**src/hw/rtl/irpd_pkg.sv**
```systemverilog
// ----------------------------------------------------------------------------
// IR pulse-distance encoder package
// Shared widths, register map, reset values and types of the encoder.
// ----------------------------------------------------------------------------
package irpd_pkg;

    // Field widths.
    localparam int DUR_W  = 24;
    localparam int BYTE_W = 8;
    localparam int NIB_W  = 4;
    localparam int BIT_W  = 3;

    // Configuration port.
    localparam int APB_DATA_W = 32;
    localparam int APB_ADDR_W = 5;
    localparam int REG_IDX_W  = 3;

    // Default depth of the queue between front and back.
    localparam int QUEUE_DEPTH = 2;

    // Register indexes, one per 32-bit word.
    typedef enum logic [REG_IDX_W-1:0] {
        REG_HEADER_MARK  = 3'd0,
        REG_HEADER_SPACE = 3'd1,
        REG_BIT_MARK     = 3'd2,
        REG_ONE_SPACE    = 3'd3,
        REG_ZERO_SPACE   = 3'd4,
        REG_FOOTER_MARK  = 3'd5
    } reg_idx_t;

    // Reset values of the timing registers, in microseconds.
    localparam logic [DUR_W-1:0] RST_HEADER_MARK  = 24'd3740;
    localparam logic [DUR_W-1:0] RST_HEADER_SPACE = 24'd1940;
    localparam logic [DUR_W-1:0] RST_BIT_MARK     = 24'd440;
    localparam logic [DUR_W-1:0] RST_ONE_SPACE    = 24'd1430;
    localparam logic [DUR_W-1:0] RST_ZERO_SPACE   = 24'd490;
    localparam logic [DUR_W-1:0] RST_FOOTER_MARK  = 24'd450;

    // Timing configuration as seen by the back end.
    typedef struct packed {
        logic [DUR_W-1:0] header_mark;
        logic [DUR_W-1:0] header_space;
        logic [DUR_W-1:0] bit_mark;
        logic [DUR_W-1:0] one_space;
        logic [DUR_W-1:0] zero_space;
        logic [DUR_W-1:0] footer_mark;
    } cfg_t;

    // One classified byte, queued for transmission.
    typedef struct packed {
        logic [BYTE_W-1:0] data;
        logic              header;
        logic              last;
    } job_t;

    // Phases of the back-end sequencer.
    typedef enum logic [2:0] {
        PH_HDR_MARK,
        PH_HDR_SPACE,
        PH_BIT_MARK,
        PH_BIT_SPACE,
        PH_FOOTER
    } phase_t;

endpackage

```
**src/hw/rtl/irpd_if.sv**
```systemverilog
// ----------------------------------------------------------------------------
// IR pulse-distance encoder channels
// Valid/ready interfaces for the byte input and the mark/space output.
// ----------------------------------------------------------------------------
interface irpd_in_if;
    logic                          valid;
    logic                          ready;
    logic [irpd_pkg::BYTE_W-1:0]   frame_byte;
    logic                          last_byte;

    modport source (output valid, output frame_byte, output last_byte, input ready);
    modport sink   (input valid, input frame_byte, input last_byte, output ready);
endinterface

interface irpd_out_if;
    logic                          valid;
    logic                          ready;
    logic [irpd_pkg::DUR_W-1:0]    duration;
    logic                          is_pulse;
    logic                          last_of_run;
    logic                          end_of_frame;

    modport source (output valid, output duration, output is_pulse,
                    output last_of_run, output end_of_frame, input ready);
    modport sink   (input valid, input duration, input is_pulse,
                    input last_of_run, input end_of_frame, output ready);
endinterface

```
**src/hw/rtl/ir_frame_pulse_distance_encoder.sv**
```systemverilog
// ----------------------------------------------------------------------------
// IR frame pulse-distance encoder
// Encodes frame bytes with a nibble-XOR checksum into timed marks and spaces.
//
//   Channel   Direction  Handshake      Payload
//   in_ch     sink       valid/ready    frame_byte[7:0], last_byte
//   out_ch    source     valid/ready    duration[23:0], is_pulse, last_of_run,
//                                       end_of_frame
//   apb       slave      psel/penable   paddr[4:0], pwdata/prdata[31:0]
//
// Each byte yields 16 results, plus 2 for the header of a new frame and 1 for
// the footer of the final byte; the back-end sequencer issues one per cycle
// while the output is not stalled, and chains into the next queued byte
// without a gap.
// Reset restores the default timings and starts outside a frame.
// A stalled output holds its register; the queue accepts bytes until it is full.
// ----------------------------------------------------------------------------
module ir_frame_pulse_distance_encoder
#(
    parameter int QUEUE_DEPTH = irpd_pkg::QUEUE_DEPTH
)
(
    input  logic                             clk,
    input  logic                             rst_n,
    irpd_in_if.sink                          in_ch,
    irpd_out_if.source                       out_ch,
    input  logic                             psel,
    input  logic                             penable,
    input  logic                             pwrite,
    input  logic [irpd_pkg::APB_ADDR_W-1:0]  paddr,
    input  logic [irpd_pkg::APB_DATA_W-1:0]  pwdata,
    output logic [irpd_pkg::APB_DATA_W-1:0]  prdata,
    output logic                             pready
);

    irpd_pkg::cfg_t  cfg;
    irpd_pkg::job_t  push_job;
    irpd_pkg::job_t  pop_job;
    logic            push_valid;
    logic            push_ready;
    logic            pop_valid;
    logic            pop_ready;

    // Timing registers.
    irpd_regs u_regs
    (
        .clk     (clk),
        .rst_n   (rst_n),
        .psel    (psel),
        .penable (penable),
        .pwrite  (pwrite),
        .paddr   (paddr),
        .pwdata  (pwdata),
        .prdata  (prdata),
        .pready  (pready),
        .cfg     (cfg)
    );

    // Byte intake and checksum.
    irpd_front u_front
    (
        .clk        (clk),
        .rst_n      (rst_n),
        .in_ch      (in_ch),
        .push_valid (push_valid),
        .push_ready (push_ready),
        .push_job   (push_job)
    );

    // Decoupling queue.
    irpd_queue #(
        .DEPTH (QUEUE_DEPTH)
    ) u_queue
    (
        .clk        (clk),
        .rst_n      (rst_n),
        .push_valid (push_valid),
        .push_ready (push_ready),
        .push_job   (push_job),
        .pop_valid  (pop_valid),
        .pop_ready  (pop_ready),
        .pop_job    (pop_job)
    );

    // Mark/space sequencer.
    irpd_back u_back
    (
        .clk       (clk),
        .rst_n     (rst_n),
        .pop_valid (pop_valid),
        .pop_ready (pop_ready),
        .pop_job   (pop_job),
        .cfg       (cfg),
        .out_ch    (out_ch)
    );

endmodule

```
**src/hw/rtl/irpd_regs.sv**
```systemverilog
// ----------------------------------------------------------------------------
// IR pulse-distance encoder registers
// APB-style register file holding the six mark and space durations.
// ----------------------------------------------------------------------------
module irpd_regs
(
    input  logic                             clk,
    input  logic                             rst_n,
    input  logic                             psel,
    input  logic                             penable,
    input  logic                             pwrite,
    input  logic [irpd_pkg::APB_ADDR_W-1:0]  paddr,
    input  logic [irpd_pkg::APB_DATA_W-1:0]  pwdata,
    output logic [irpd_pkg::APB_DATA_W-1:0]  prdata,
    output logic                             pready,
    output irpd_pkg::cfg_t                   cfg
);

    irpd_pkg::cfg_t                    cfg_reg;
    irpd_pkg::cfg_t                    cfg_next;
    logic                              wr_en;
    irpd_pkg::reg_idx_t                idx;
    logic [irpd_pkg::DUR_W-1:0]        rd_val;

    assign pready = 1'b1;
    assign wr_en  = psel && penable && pwrite;
    assign idx    = irpd_pkg::reg_idx_t'(paddr[irpd_pkg::APB_ADDR_W-1:2]);
    assign cfg    = cfg_reg;

    // Write decode; indexes past the map are dropped.
    always_comb
    begin
        cfg_next = cfg_reg;
        if (wr_en)
        begin
            unique case (idx)
                irpd_pkg::REG_HEADER_MARK:  cfg_next.header_mark  = pwdata[irpd_pkg::DUR_W-1:0];
                irpd_pkg::REG_HEADER_SPACE: cfg_next.header_space = pwdata[irpd_pkg::DUR_W-1:0];
                irpd_pkg::REG_BIT_MARK:     cfg_next.bit_mark     = pwdata[irpd_pkg::DUR_W-1:0];
                irpd_pkg::REG_ONE_SPACE:    cfg_next.one_space    = pwdata[irpd_pkg::DUR_W-1:0];
                irpd_pkg::REG_ZERO_SPACE:   cfg_next.zero_space   = pwdata[irpd_pkg::DUR_W-1:0];
                irpd_pkg::REG_FOOTER_MARK:  cfg_next.footer_mark  = pwdata[irpd_pkg::DUR_W-1:0];
                default:                    cfg_next = cfg_reg;
            endcase
        end
    end

    // Read decode.
    always_comb
    begin
        unique case (idx)
            irpd_pkg::REG_HEADER_MARK:  rd_val = cfg_reg.header_mark;
            irpd_pkg::REG_HEADER_SPACE: rd_val = cfg_reg.header_space;
            irpd_pkg::REG_BIT_MARK:     rd_val = cfg_reg.bit_mark;
            irpd_pkg::REG_ONE_SPACE:    rd_val = cfg_reg.one_space;
            irpd_pkg::REG_ZERO_SPACE:   rd_val = cfg_reg.zero_space;
            irpd_pkg::REG_FOOTER_MARK:  rd_val = cfg_reg.footer_mark;
            default:                    rd_val = '0;
        endcase
    end

    assign prdata = {{(irpd_pkg::APB_DATA_W - irpd_pkg::DUR_W){1'b0}}, rd_val};

    // Register storage with the standard timing defaults.
    always_ff @(posedge clk or negedge rst_n)
    begin
        if (!rst_n)
        begin
            cfg_reg.header_mark  <= irpd_pkg::RST_HEADER_MARK;
            cfg_reg.header_space <= irpd_pkg::RST_HEADER_SPACE;
            cfg_reg.bit_mark     <= irpd_pkg::RST_BIT_MARK;
            cfg_reg.one_space    <= irpd_pkg::RST_ONE_SPACE;
            cfg_reg.zero_space   <= irpd_pkg::RST_ZERO_SPACE;
            cfg_reg.footer_mark  <= irpd_pkg::RST_FOOTER_MARK;
        end
        else
        begin
            cfg_reg <= cfg_next;
        end
    end

endmodule

```
**src/hw/rtl/irpd_front.sv**
```systemverilog
// ----------------------------------------------------------------------------
// IR pulse-distance encoder front end
// Accepts frame bytes, tracks frame state and folds in the nibble checksum.
// ----------------------------------------------------------------------------
module irpd_front
(
    input  logic            clk,
    input  logic            rst_n,
    irpd_in_if.sink         in_ch,
    output logic            push_valid,
    input  logic            push_ready,
    output irpd_pkg::job_t  push_job
);

    logic [irpd_pkg::NIB_W-1:0] nibble_xor_reg;
    logic [irpd_pkg::NIB_W-1:0] nibble_xor_next;
    logic                       inside_frame_reg;
    logic                       inside_frame_next;
    logic                       accept;
    logic [irpd_pkg::NIB_W-1:0] hi;
    logic [irpd_pkg::NIB_W-1:0] lo;

    assign in_ch.ready = push_ready;
    assign push_valid  = in_ch.valid;
    assign accept      = in_ch.valid && push_ready;
    assign hi          = in_ch.frame_byte[7:4];
    assign lo          = in_ch.frame_byte[3:0];

    // Classify the byte: header needed, checksum merged into the final byte.
    always_comb
    begin
        push_job.header = !inside_frame_reg;
        push_job.last   = in_ch.last_byte;
        if (in_ch.last_byte)
        begin
            push_job.data = {hi, lo | (nibble_xor_reg ^ hi)};
        end
        else
        begin
            push_job.data = in_ch.frame_byte;
        end
    end

    // Frame state update on each accepted transaction.
    always_comb
    begin
        nibble_xor_next   = nibble_xor_reg;
        inside_frame_next = inside_frame_reg;
        if (accept)
        begin
            if (in_ch.last_byte)
            begin
                nibble_xor_next   = '0;
                inside_frame_next = 1'b0;
            end
            else
            begin
                nibble_xor_next   = nibble_xor_reg ^ hi ^ lo;
                inside_frame_next = 1'b1;
            end
        end
    end

    always_ff @(posedge clk or negedge rst_n)
    begin
        if (!rst_n)
        begin
            nibble_xor_reg   <= '0;
            inside_frame_reg <= 1'b0;
        end
        else
        begin
            nibble_xor_reg   <= nibble_xor_next;
            inside_frame_reg <= inside_frame_next;
        end
    end

endmodule

```
**src/hw/rtl/irpd_queue.sv**
```systemverilog
// ----------------------------------------------------------------------------
// IR pulse-distance encoder job queue
// Small FIFO of classified bytes between the front and back ends.
// ----------------------------------------------------------------------------
module irpd_queue
#(
    parameter int DEPTH = irpd_pkg::QUEUE_DEPTH
)
(
    input  logic            clk,
    input  logic            rst_n,
    input  logic            push_valid,
    output logic            push_ready,
    input  irpd_pkg::job_t  push_job,
    output logic            pop_valid,
    input  logic            pop_ready,
    output irpd_pkg::job_t  pop_job
);

    localparam int PTR_W = $clog2(DEPTH);
    localparam int CNT_W = $clog2(DEPTH + 1);

    irpd_pkg::job_t     mem [DEPTH];
    logic [PTR_W-1:0]   wr_ptr_reg;
    logic [PTR_W-1:0]   wr_ptr_next;
    logic [PTR_W-1:0]   rd_ptr_reg;
    logic [PTR_W-1:0]   rd_ptr_next;
    logic [CNT_W-1:0]   count_reg;
    logic [CNT_W-1:0]   count_next;
    logic               do_push;
    logic               do_pop;

    assign push_ready = (count_reg != CNT_W'(DEPTH));
    assign pop_valid  = (count_reg != '0);
    assign pop_job    = mem[rd_ptr_reg];
    assign do_push    = push_valid && push_ready;
    assign do_pop     = pop_valid && pop_ready;

    // Pointer and occupancy bookkeeping.
    always_comb
    begin
        wr_ptr_next = wr_ptr_reg;
        rd_ptr_next = rd_ptr_reg;
        count_next  = count_reg;
        if (do_push)
        begin
            wr_ptr_next = (wr_ptr_reg == PTR_W'(DEPTH - 1)) ? '0 : wr_ptr_reg + 1'b1;
        end
        if (do_pop)
        begin
            rd_ptr_next = (rd_ptr_reg == PTR_W'(DEPTH - 1)) ? '0 : rd_ptr_reg + 1'b1;
        end
        if (do_push && !do_pop)
        begin
            count_next = count_reg + 1'b1;
        end
        else if (do_pop && !do_push)
        begin
            count_next = count_reg - 1'b1;
        end
    end

    always_ff @(posedge clk or negedge rst_n)
    begin
        if (!rst_n)
        begin
            wr_ptr_reg <= '0;
            rd_ptr_reg <= '0;
            count_reg  <= '0;
        end
        else
        begin
            wr_ptr_reg <= wr_ptr_next;
            rd_ptr_reg <= rd_ptr_next;
            count_reg  <= count_next;
        end
    end

    // Entry storage needs no reset.
    always_ff @(posedge clk)
    begin
        if (do_push)
        begin
            mem[wr_ptr_reg] <= push_job;
        end
    end

endmodule

```
**src/hw/rtl/irpd_back.sv**
```systemverilog
// ----------------------------------------------------------------------------
// IR pulse-distance encoder back end
// Sequences header, bit and footer marks and spaces into a registered output.
// ----------------------------------------------------------------------------
module irpd_back
(
    input  logic            clk,
    input  logic            rst_n,
    input  logic            pop_valid,
    output logic            pop_ready,
    input  irpd_pkg::job_t  pop_job,
    input  irpd_pkg::cfg_t  cfg,
    irpd_out_if.source      out_ch
);

    irpd_pkg::phase_t               phase_reg;
    irpd_pkg::phase_t               phase_next;
    logic                           active_reg;
    logic                           active_next;
    logic [irpd_pkg::BIT_W-1:0]     bit_reg;
    logic [irpd_pkg::BIT_W-1:0]     bit_next;
    irpd_pkg::job_t                 job_reg;
    irpd_pkg::job_t                 job_next;

    logic                           out_valid_reg;
    logic                           out_valid_next;
    logic [irpd_pkg::DUR_W-1:0]     duration_reg;
    logic [irpd_pkg::DUR_W-1:0]     duration_next;
    logic                           is_pulse_reg;
    logic                           is_pulse_next;
    logic                           last_of_run_reg;
    logic                           last_of_run_next;
    logic                           end_of_frame_reg;
    logic                           end_of_frame_next;

    logic                           advance;
    logic                           job_done;
    logic                           load;
    logic [irpd_pkg::DUR_W-1:0]     cur_dur;
    logic                           cur_pulse;
    logic                           cur_fin;
    logic                           cur_eof;

    assign out_ch.valid        = out_valid_reg;
    assign out_ch.duration     = duration_reg;
    assign out_ch.is_pulse     = is_pulse_reg;
    assign out_ch.last_of_run  = last_of_run_reg;
    assign out_ch.end_of_frame = end_of_frame_reg;

    assign advance = active_reg && (!out_valid_reg || out_ch.ready);

    // Result of the current phase.
    always_comb
    begin
        cur_pulse = 1'b0;
        cur_fin   = 1'b0;
        cur_eof   = 1'b0;
        job_done  = 1'b0;
        unique case (phase_reg)
            irpd_pkg::PH_HDR_MARK:
            begin
                cur_dur   = cfg.header_mark;
                cur_pulse = 1'b1;
            end
            irpd_pkg::PH_HDR_SPACE:
            begin
                cur_dur = cfg.header_space;
            end
            irpd_pkg::PH_BIT_MARK:
            begin
                cur_dur   = cfg.bit_mark;
                cur_pulse = 1'b1;
            end
            irpd_pkg::PH_BIT_SPACE:
            begin
                cur_dur  = job_reg.data[bit_reg] ? cfg.one_space : cfg.zero_space;
                cur_fin  = (bit_reg == '0) && !job_reg.last;
                job_done = cur_fin;
            end
            irpd_pkg::PH_FOOTER:
            begin
                cur_dur   = cfg.footer_mark;
                cur_pulse = 1'b1;
                cur_fin   = 1'b1;
                cur_eof   = 1'b1;
                job_done  = 1'b1;
            end
            default:
            begin
                cur_dur = '0;
            end
        endcase
    end

    // Sequencer next state: step phases, chain straight into the next job.
    always_comb
    begin
        phase_next  = phase_reg;
        bit_next    = bit_reg;
        active_next = active_reg;
        job_next    = job_reg;
        load        = pop_valid && (!active_reg || (advance && job_done));

        if (advance)
        begin
            unique case (phase_reg)
                irpd_pkg::PH_HDR_MARK:  phase_next = irpd_pkg::PH_HDR_SPACE;
                irpd_pkg::PH_HDR_SPACE:
                begin
                    phase_next = irpd_pkg::PH_BIT_MARK;
                    bit_next   = '1;
                end
                irpd_pkg::PH_BIT_MARK:  phase_next = irpd_pkg::PH_BIT_SPACE;
                irpd_pkg::PH_BIT_SPACE:
                begin
                    if (bit_reg == '0)
                    begin
                        phase_next = irpd_pkg::PH_FOOTER;
                    end
                    else
                    begin
                        phase_next = irpd_pkg::PH_BIT_MARK;
                        bit_next   = bit_reg - 1'b1;
                    end
                end
                irpd_pkg::PH_FOOTER:    phase_next = irpd_pkg::PH_FOOTER;
                default:                phase_next = irpd_pkg::PH_HDR_MARK;
            endcase
            if (job_done)
            begin
                active_next = 1'b0;
            end
        end

        if (load)
        begin
            job_next    = pop_job;
            active_next = 1'b1;
            bit_next    = '1;
            phase_next  = pop_job.header ? irpd_pkg::PH_HDR_MARK : irpd_pkg::PH_BIT_MARK;
        end
    end

    assign pop_ready = load;

    // Output register: fill on advance, empty when the sink takes it.
    always_comb
    begin
        out_valid_next    = out_valid_reg;
        duration_next     = duration_reg;
        is_pulse_next     = is_pulse_reg;
        last_of_run_next  = last_of_run_reg;
        end_of_frame_next = end_of_frame_reg;
        if (advance)
        begin
            out_valid_next    = 1'b1;
            duration_next     = cur_dur;
            is_pulse_next     = cur_pulse;
            last_of_run_next  = cur_fin;
            end_of_frame_next = cur_eof;
        end
        else if (out_ch.ready)
        begin
            out_valid_next = 1'b0;
        end
    end

    always_ff @(posedge clk or negedge rst_n)
    begin
        if (!rst_n)
        begin
            phase_reg     <= irpd_pkg::PH_HDR_MARK;
            active_reg    <= 1'b0;
            bit_reg       <= '1;
            out_valid_reg <= 1'b0;
        end
        else
        begin
            phase_reg     <= phase_next;
            active_reg    <= active_next;
            bit_reg       <= bit_next;
            out_valid_reg <= out_valid_next;
        end
    end

    // Payload registers carry no reset.
    always_ff @(posedge clk)
    begin
        job_reg          <= job_next;
        duration_reg     <= duration_next;
        is_pulse_reg     <= is_pulse_next;
        last_of_run_reg  <= last_of_run_next;
        end_of_frame_reg <= end_of_frame_next;
    end

endmodule

```
**src/flat_wrapper.sv**
```systemverilog
// flat-port wrapper written by rule: the top's interface ports become plain ports
module ir_frame_pulse_distance_encoder_flat 
#(
    parameter int QUEUE_DEPTH = irpd_pkg::QUEUE_DEPTH
)
  (clk, rst_n, psel, penable, pwrite, paddr, pwdata, prdata, pready, in_ch_valid, in_ch_frame_byte, in_ch_last_byte, in_ch_ready, out_ch_valid, out_ch_duration, out_ch_is_pulse, out_ch_last_of_run, out_ch_end_of_frame, out_ch_ready);
  irpd_in_if in_ch_i ();
  irpd_out_if out_ch_i ();
  input  logic clk;
  input  logic rst_n;
  input  logic psel;
  input  logic penable;
  input  logic pwrite;
  input  logic [irpd_pkg::APB_ADDR_W-1:0] paddr;
  input  logic [irpd_pkg::APB_DATA_W-1:0] pwdata;
  output logic [irpd_pkg::APB_DATA_W-1:0] prdata;
  output logic pready;
  input wire logic [$bits(in_ch_i.valid)-1:0] in_ch_valid;
  input wire logic [$bits(in_ch_i.frame_byte)-1:0] in_ch_frame_byte;
  input wire logic [$bits(in_ch_i.last_byte)-1:0] in_ch_last_byte;
  output wire logic [$bits(in_ch_i.ready)-1:0] in_ch_ready;
  output wire logic [$bits(out_ch_i.valid)-1:0] out_ch_valid;
  output wire logic [$bits(out_ch_i.duration)-1:0] out_ch_duration;
  output wire logic [$bits(out_ch_i.is_pulse)-1:0] out_ch_is_pulse;
  output wire logic [$bits(out_ch_i.last_of_run)-1:0] out_ch_last_of_run;
  output wire logic [$bits(out_ch_i.end_of_frame)-1:0] out_ch_end_of_frame;
  input wire logic [$bits(out_ch_i.ready)-1:0] out_ch_ready;
  assign in_ch_i.valid = in_ch_valid;
  assign in_ch_i.frame_byte = in_ch_frame_byte;
  assign in_ch_i.last_byte = in_ch_last_byte;
  assign in_ch_ready = in_ch_i.ready;
  assign out_ch_valid = out_ch_i.valid;
  assign out_ch_duration = out_ch_i.duration;
  assign out_ch_is_pulse = out_ch_i.is_pulse;
  assign out_ch_last_of_run = out_ch_i.last_of_run;
  assign out_ch_end_of_frame = out_ch_i.end_of_frame;
  assign out_ch_i.ready = out_ch_ready;
  ir_frame_pulse_distance_encoder #(.QUEUE_DEPTH(QUEUE_DEPTH)) u_core (.clk(clk), .rst_n(rst_n), .in_ch(in_ch_i), .out_ch(out_ch_i), .psel(psel), .penable(penable), .pwrite(pwrite), .paddr(paddr), .pwdata(pwdata), .prdata(prdata), .pready(pready));
endmodule
```
**config.mk**
```make
export PLATFORM = sky130hd
export DESIGN_NAME = ir_frame_pulse_distance_encoder_flat
export DESIGN_NICKNAME = d
export VERILOG_FILES = /design/src/hw/rtl/irpd_pkg.sv /design/src/hw/rtl/irpd_if.sv /design/src/hw/rtl/ir_frame_pulse_distance_encoder.sv /design/src/hw/rtl/irpd_regs.sv /design/src/hw/rtl/irpd_front.sv /design/src/hw/rtl/irpd_queue.sv /design/src/hw/rtl/irpd_back.sv /design/src/flat_wrapper.sv
export SDC_FILE = /design/constraint.sdc
export NUM_CORES = 1
export LEC_CHECK = 0
export ABC_CLOCK_PERIOD_IN_PS = 3980
export BUFFER_PORTS_ARGS = -buffer_cell sky130_fd_sc_hd__buf_2
export CORE_AREA = 3 3 134 136
export DETAILED_ROUTE_END_ITERATION = 8
export DIE_AREA = 0 0 137 139
export GPL_ROUTABILITY_DRIVEN = 0
export HOLD_SLACK_MARGIN = 0.03
export PLACE_DENSITY = 0.86
export SYNTH_ARGS = -nofsm -noshare
export SYNTH_HDL_FRONTEND = slang
export SYNTH_HIERARCHICAL = 1
export SYNTH_SLANG_ARGS = --single-unit
```
**constraint.sdc**
```tcl
create_clock -name clk -period 3.98 [get_ports clk]
set_input_delay 0.199 -clock clk [delete_from_list [all_inputs] [get_ports clk]]
set_output_delay 0.199 -clock clk [all_outputs]
set_load 0.02 [all_outputs]
```
==> impl_metrics.ini, run 1 <==
[sta]
hold_viol_final = 0
rsz0062_at_grt = false
max-slew-margin-rel = 0.2876
fin_tns_setup_ns = 0
worst_slew_pin_slew_ns = 1.066
maxSlewViolCount = 0
fmax_mhz = 354.6
holdWs_ns = 0.05819
layout_min_cycle_time_ns = 2.820
finalSetupViolations = 0
skew_ns = 0.009344
period_share = 0.7086

[layout]
largest_reg_flops = 144
utilization = 0.7245
seqCellArea_um2 = 5757
fillers = 1129
drive_above_1_share = 0.4230
fin_cells = 1140
nNetsFinal = 959
n_antenna_cell = 0
area_growth_pct = 14.89
multi_input_area_um2 = 4599

[placed_design]
placedCellCount = 1070
portBuffers = 95
dpl.hpwl_mm = 15.33

[clock_tree]
cts_tree = done
cts-root-buf = clkbuf_16
cts_buffers = 23
clk_pin_slew_worst_paths_ns = 0.06
cts_num_sinks = 217
htree_levels = 1
ctsLongestPathBuffers = 3
insertion_delay_ns = 0.50
cts_resized = 0

[floorplan]
dieHeight_um = 139
die_w_um = 137
dieArea_um2 = 19040
core_area_um2 = 17060
initial_utilization = 0.6306
rows = 48
ioPinCount = 115

[global_route]
grt_max_degree = 103
first_global_vias = 7487
grt_pass1_wl_mm = 41.10
gr-total-overflow = 0
antenna_found_initial = 0
track_usage = 0.2753

[critical_path]
end_kind = register
cp_cell_sequence = mux4_2, mux2i_4, buf_4, mux2i_1, o21ai_1
cp_slowest_cell = mux2i_4
critPathLaunchType = register
required_ns = 4.21
path_class = reg -> reg
critPathArrivalTime_ns = 3.05
cp_max_fo = 16
slowest_delay_ns = 0.82

[min_path]
min_path_type = in -> reg

[pwr]
powerDensity_nw_per_um2 = 595.1
vdd_ir_drop_max_v = 0.0005028
leakage_nw = 5.425

[synth]
synth_cells = 792
synthTopCellsByArea = dfrtp_1 29%, mux2_2 17%, edfxtp_1 16%, dfstp_2 9.0%, mux2i_1 5.6%
ys.warnings.count = 6
ys.flop_type = dfrtp_1
synth_top_area_share = 0.2885
ys_types = 60
avgSynthCellArea_um2 = 13.58
ys_seq_area_frac = 0.5352
ys_ff_latch = 217
synth_area_um2 = 10760
synthTopCellsByCount = 160 x mux2_2, 124 x dfrtp_1, 60 x mux2i_1
async_reset_ff_frac = 0.7419
yosysMostFrequentCell = mux2_2
yosysTopAreaCell = dfrtp_1
synth_edf_count = 56

[routing]
finalWirelength_mm = 26.12
route.detailed.drc = 0
dr.pass1.iters = 5
wl_per_cell_um = 22.91
via_count = 7333
drtAntennaViolNets = 0
vias_per_cell = 6.432
drtIter0Drc = 615

[outcome]
status = complete, no violations

[job]
maxCapViolCount = 0
worst max-delay path: cells and delay by family, from the launching register on:
kind                   cells  cell delay [ns]
AO/OA/AOI/OAI              1             0.09
flip-flops                 1             0.58
multiplexers               3             1.57
buffers and inverters      1             0.32
path summary, 6_finish.rpt:
path | from | end | slack (ns) | cells after the start
max | u_core/u_back/bit_reg[0] | u_core/u_back/out_ch.duration[8] | 1.16 | 5
min | in_ch_valid | u_core/u_queue/wr_ptr_reg | 0.06 | 3
max reg2reg | u_core/u_back/bit_reg[0] | u_core/u_back/out_ch.duration[8] | 1.16 | 5
max in group asynchronous | rst_n | u_core/u_regs/cfg[129] | 2.74 | 3
min in group asynchronous | rst_n | u_core/u_regs/cfg[125] | 0.36 | 2
min reg2reg | u_core/u_queue/wr_ptr_reg | u_core/u_queue/wr_ptr_reg | 0.52 | 1
placed cells by master, fill, tap and decap left out, drive strengths merged, types with 3 or more instances in the layout:
cell         instances
nor3                 3
a22o                24
nor2b                6
o21ai               39
xnor2                7
buf                114
dfstp               37
conb                 9
mux2i               61
dfrtp              124
ha                   7
a211o                6
dlygate4sd3         29
a31oi                8
nor3b               10
nor4                 3
or3                  4
clkinv               5
a21oi               26
mux2               180
o221ai               8
nor2                 7
o32a                 4
and3                 4
nand2b               6
clkbuf              36
inv                 11
and3b                5
edfxtp              56
a221oi              29
nand2               26
report_power, final:
part | switching [mW] | leakage, nW | internal, mW
clock | 0.839 | 0.365 | 1.24
sequential | 0.378 | 2.50 | 2.90
combinational | 1.06 | 2.57 | 0.934
what timing repair did:
action                                 in CTS  in global routing
setup buffers                               0                  0
hold buffers                               29                  0
endpoints found under the hold margin     228                  0
kinds of logic after synthesis:
logic type               synth area share
AO/OA/AOI/OAI                     0.09795
XOR/XNOR                         0.007329
adder cells (fa/ha/maj)          0.008143
buffers and inverters             0.04316
flip-flops                         0.5352
multiplexers                       0.2576
other                           0.0006983
AND/OR/NAND/NOR                   0.04991
routing by layer:
| metal | track usage | vias up | wire (um) |
|---|---|---|---|
| met5 | 0 | - | 0 |
| met4 | 0.1014 | 0 | 707 |
| met3 | 0.04390 | 69 | 2032 |
| met2 | 0.4415 | 363 | 12940 |
| met1 | 0.3814 | 3704 | 10430 |
| li1 | - | 3197 | - |
metrics by stage:
step / power [mW] / cell area (um2) / worst slack [ns]
6_report: 7.353 / 12360 / 1.160
5_1_grt: 7.664 / 12360 / 0.9900
4_1_cts: 7.349 / 12360 / 1.167
3_5_place_dp: 5.237 / 11330 / 1.154
3_3_place_gp: 5.132 / 11330 / 1.215
2_1_floorplan: 4.663 / 10780 / 1.766
cell type report:
cell class	count	share of cell area
Clock inverter	5	0.004050
Tap cell	225	0.02278
Inverter	12	0.003645
Sequential cell	217	0.4659
Multi-Input combinational cell	502	0.3722
Clock buffer	36	0.05539
Timing Repair Buffer	143	0.07604
Power figures use the tool's default switching activity.
==> inputs of run 2 (changes only) <==
- ABC_AREA: not set -> 1
- ABC_CLOCK_PERIOD_IN_PS: 3980 -> 2370
- CORE_AREA: 3 3 134 136 -> 3 3 152 154
- DIE_AREA: 0 0 137 139 -> 0 0 155 157
- PLACE_DENSITY: 0.86 -> 0.77
- clock period: 3.98 -> 2.37 ns (I/O delays scaled with it)
==> run 2 against run 1 <==
Net effect:
- fmax is 31% higher
- global-route usage rose by 1.7 points
- cell count rose by 67%
- design area grew 10%
- clock power rose by 82%
- sequential share of layout area shrank 4.4 points
- critical path depth increased by 11
- critical path type unchanged
- critical endpoint is now u_core/u_queue/count_reg[1]
==> impl_metrics.ini, run 2 <==
[outcome]
status = complete, no violations

[clock_tree]
htree_levels = 1
cts_buffers = 25
cts-root-buf = clkbuf_16
insertion_delay_ns = 0.53
clk_pin_slew_worst_paths_ns = 0.06
cts_tree = done
ctsLongestPathBuffers = 3
cts_num_sinks = 217

[critical_path]
critPathLaunchType = register
critPathArrivalTime_ns = 2.57
cp_common_cell = nand2_1
cp_cell_sequence = inv_2, ha_1, nand2_2, nor2_1, nand2_1, nand2_1, nand2_1, nand2_2, nand2_4, inv_8, nand2_2, ha_1, inv_2, nand3_1, nand2_1, nand2_1
path_class = reg -> reg
end_kind = register
cp_slowest_cell = dfstp_2
cp_max_fo = 12
required_ns = 2.79
slowest_delay_ns = 0.55

[synth]
synth_area_um2 = 11710
synth_top_area_share = 0.2650
avgSynthCellArea_um2 = 7.797
ys_types = 34
synthTopCellsByCount = 484 x nand2_1, 178 x nand3_1, 150 x inv_1
ys.flop_type = dfrtp_1
yosysMostFrequentCell = nand2_1
synthTopCellsByArea = dfrtp_1 26%, nand2_1 16%, edfxtp_1 14%, dfstp_2 8.3%, nand3_1 7.6%
synth_cells = 1502
ys_seq_area_frac = 0.4916
async_reset_ff_frac = 0.7419
ys_ff_latch = 217
synth_edf_count = 56
yosysTopAreaCell = dfrtp_1
ys.warnings.count = 6

[layout]
largest_reg_flops = 144
area_growth_pct = 16.40
final_common_cell = nand2_1
drive_above_1_share = 0.1670
final_cell_mix = 483 x nand2_1, 177 x nand3_1, 148 x inv_1, 139 x o21ai_0, 124 x dfrtp_1
nNetsFinal = 1670
utilization = 0.6246
fin_cells = 1909
fillers = 1904
postLayoutCellArea_um2 = 13630
n_antenna_cell = 0

[pwr]
leakage_nw = 6.790
p_total_mw = 13.91
vdd_ir_drop_max_v = 0.0007710
powerDensity_nw_per_um2 = 1021

[sta]
layout_min_cycle_time_ns = 2.148
finalSetupViolations = 0
maxSlewViolCount = 0
fmax_mhz = 465.6
period_share = 0.9061
rsz0062_at_grt = false
hold_viol_final = 0
finalWorstSetupSlack_ns = 0.2224
max-slew-margin-rel = 0.5491
worst_slew_pin_slew_ns = 0.6763
fin_tns_setup_ns = 0
skew_ns = 0.01331
holdWs_ns = 0.1636

[placed_design]
dpl.hpwl_mm = 21.67
post-place-ws_ns = 0.08099
placedCellCount = 1826
placed_area_um2 = 12430
portBuffers = 95

[floorplan]
dieArea_um2 = 24340
ioPinCount = 115
initial_utilization = 0.5366
rows = 54
dieHeight_um = 157
core_area_um2 = 21820
die_w_um = 155

[global_route]
antenna_found_initial = 0
gr-total-overflow = 0
grt_pass1_wl_mm = 56.93
track_usage = 0.2923
first_global_vias = 10900
grt_max_degree = 67

[routing]
drtIter0Drc = 1318
wl_per_cell_um = 18.72
dr.pass1.iters = 6
vias_per_cell = 5.782
route.detailed.drc = 0
via_count = 11040
drtAntennaViolNets = 0
finalWirelength_mm = 35.73

[job]
maxCapViolCount = 0

[min_path]
min_path_type = in -> reg
==> run 2: worst paths after layout <==
path                                     startpoint                           to  slack, ns  depth (start not counted)
setup / recovery           u_core/u_back/bit_reg[0]  u_core/u_queue/count_reg[1]       0.22                         16
hold / removal                              penable       u_core/u_regs/cfg[122]       0.16                          4
setup reg to reg           u_core/u_back/bit_reg[0]  u_core/u_queue/count_reg[1]       0.22                         16
hold reg to reg               u_core/u_regs/cfg[77]        u_core/u_regs/cfg[77]       0.48                          2
max in group asynchronous                     rst_n       u_core/u_regs/cfg[137]       1.47                          3
min in group asynchronous                     rst_n       u_core/u_regs/cfg[128]       0.17                          2
==> run 2: repair_timing <==
action / in CTS / in global routing
hold endpoints to repair: 232 / 0
endpoints found under the setup margin: 0 / 1
hold buffers: 36 / 0
setup buffers: 0 / 1
resized for setup: 0 / 6
==> run 2: power by group <==
group	switching [mW]	internal (mW)
clock	1.51	2.26
combinational	3.06	1.43
sequential	0.582	5.07
total	5.16	8.76
==> run 2: layout make-up <==
cell class              instances  area [um2]  area share
multi-input cells            1023        4797      0.3519
clock buffers                  29       680.7     0.04993
well taps                     280       350.3     0.02570
clock inverters                17       136.4     0.01000
repair buffers                184        1303     0.09555
inverters                     159       608.1     0.04461
flip-flops and latches        217        5757      0.4223
==> run 2: layer usage <==
metal | GRT usage | share of wire | vias up | wire length [um]
met1 | 0.3846 | 0.37 | 5132 | 13310
met4 | 0.1194 | 0.041 | 0 | 1462
met3 | 0.05692 | 0.12 | 122 | 4270
met2 | 0.4790 | 0.47 | 714 | 16690
li1 | - | - | 5069 | -
met5 | 0 | 0 | - | 0
==> run 2: critical path: cells and delay by family, from the launching register on <==
kind                     cells  cell delay [ns]
AND/OR/NAND/NOR             11             0.82
flip-flops                   1             0.55
adder cells (fa/ha/maj)      2             0.46
buffers and inverters        3             0.21
==> run 2: cells by family after synthesis <==
kind of cell | Yosys count | synth area share
and+or+nand+nor | 800 | 0.2956
buffers and inverters | 269 | 0.1036
DFF | 217 | 0.4916
AOI/OAI and AO/OA | 200 | 0.09519
xor gates and xnor gates | 7 | 0.005876
adders and majority gates | 7 | 0.007478
other | 2 | 0.0006413
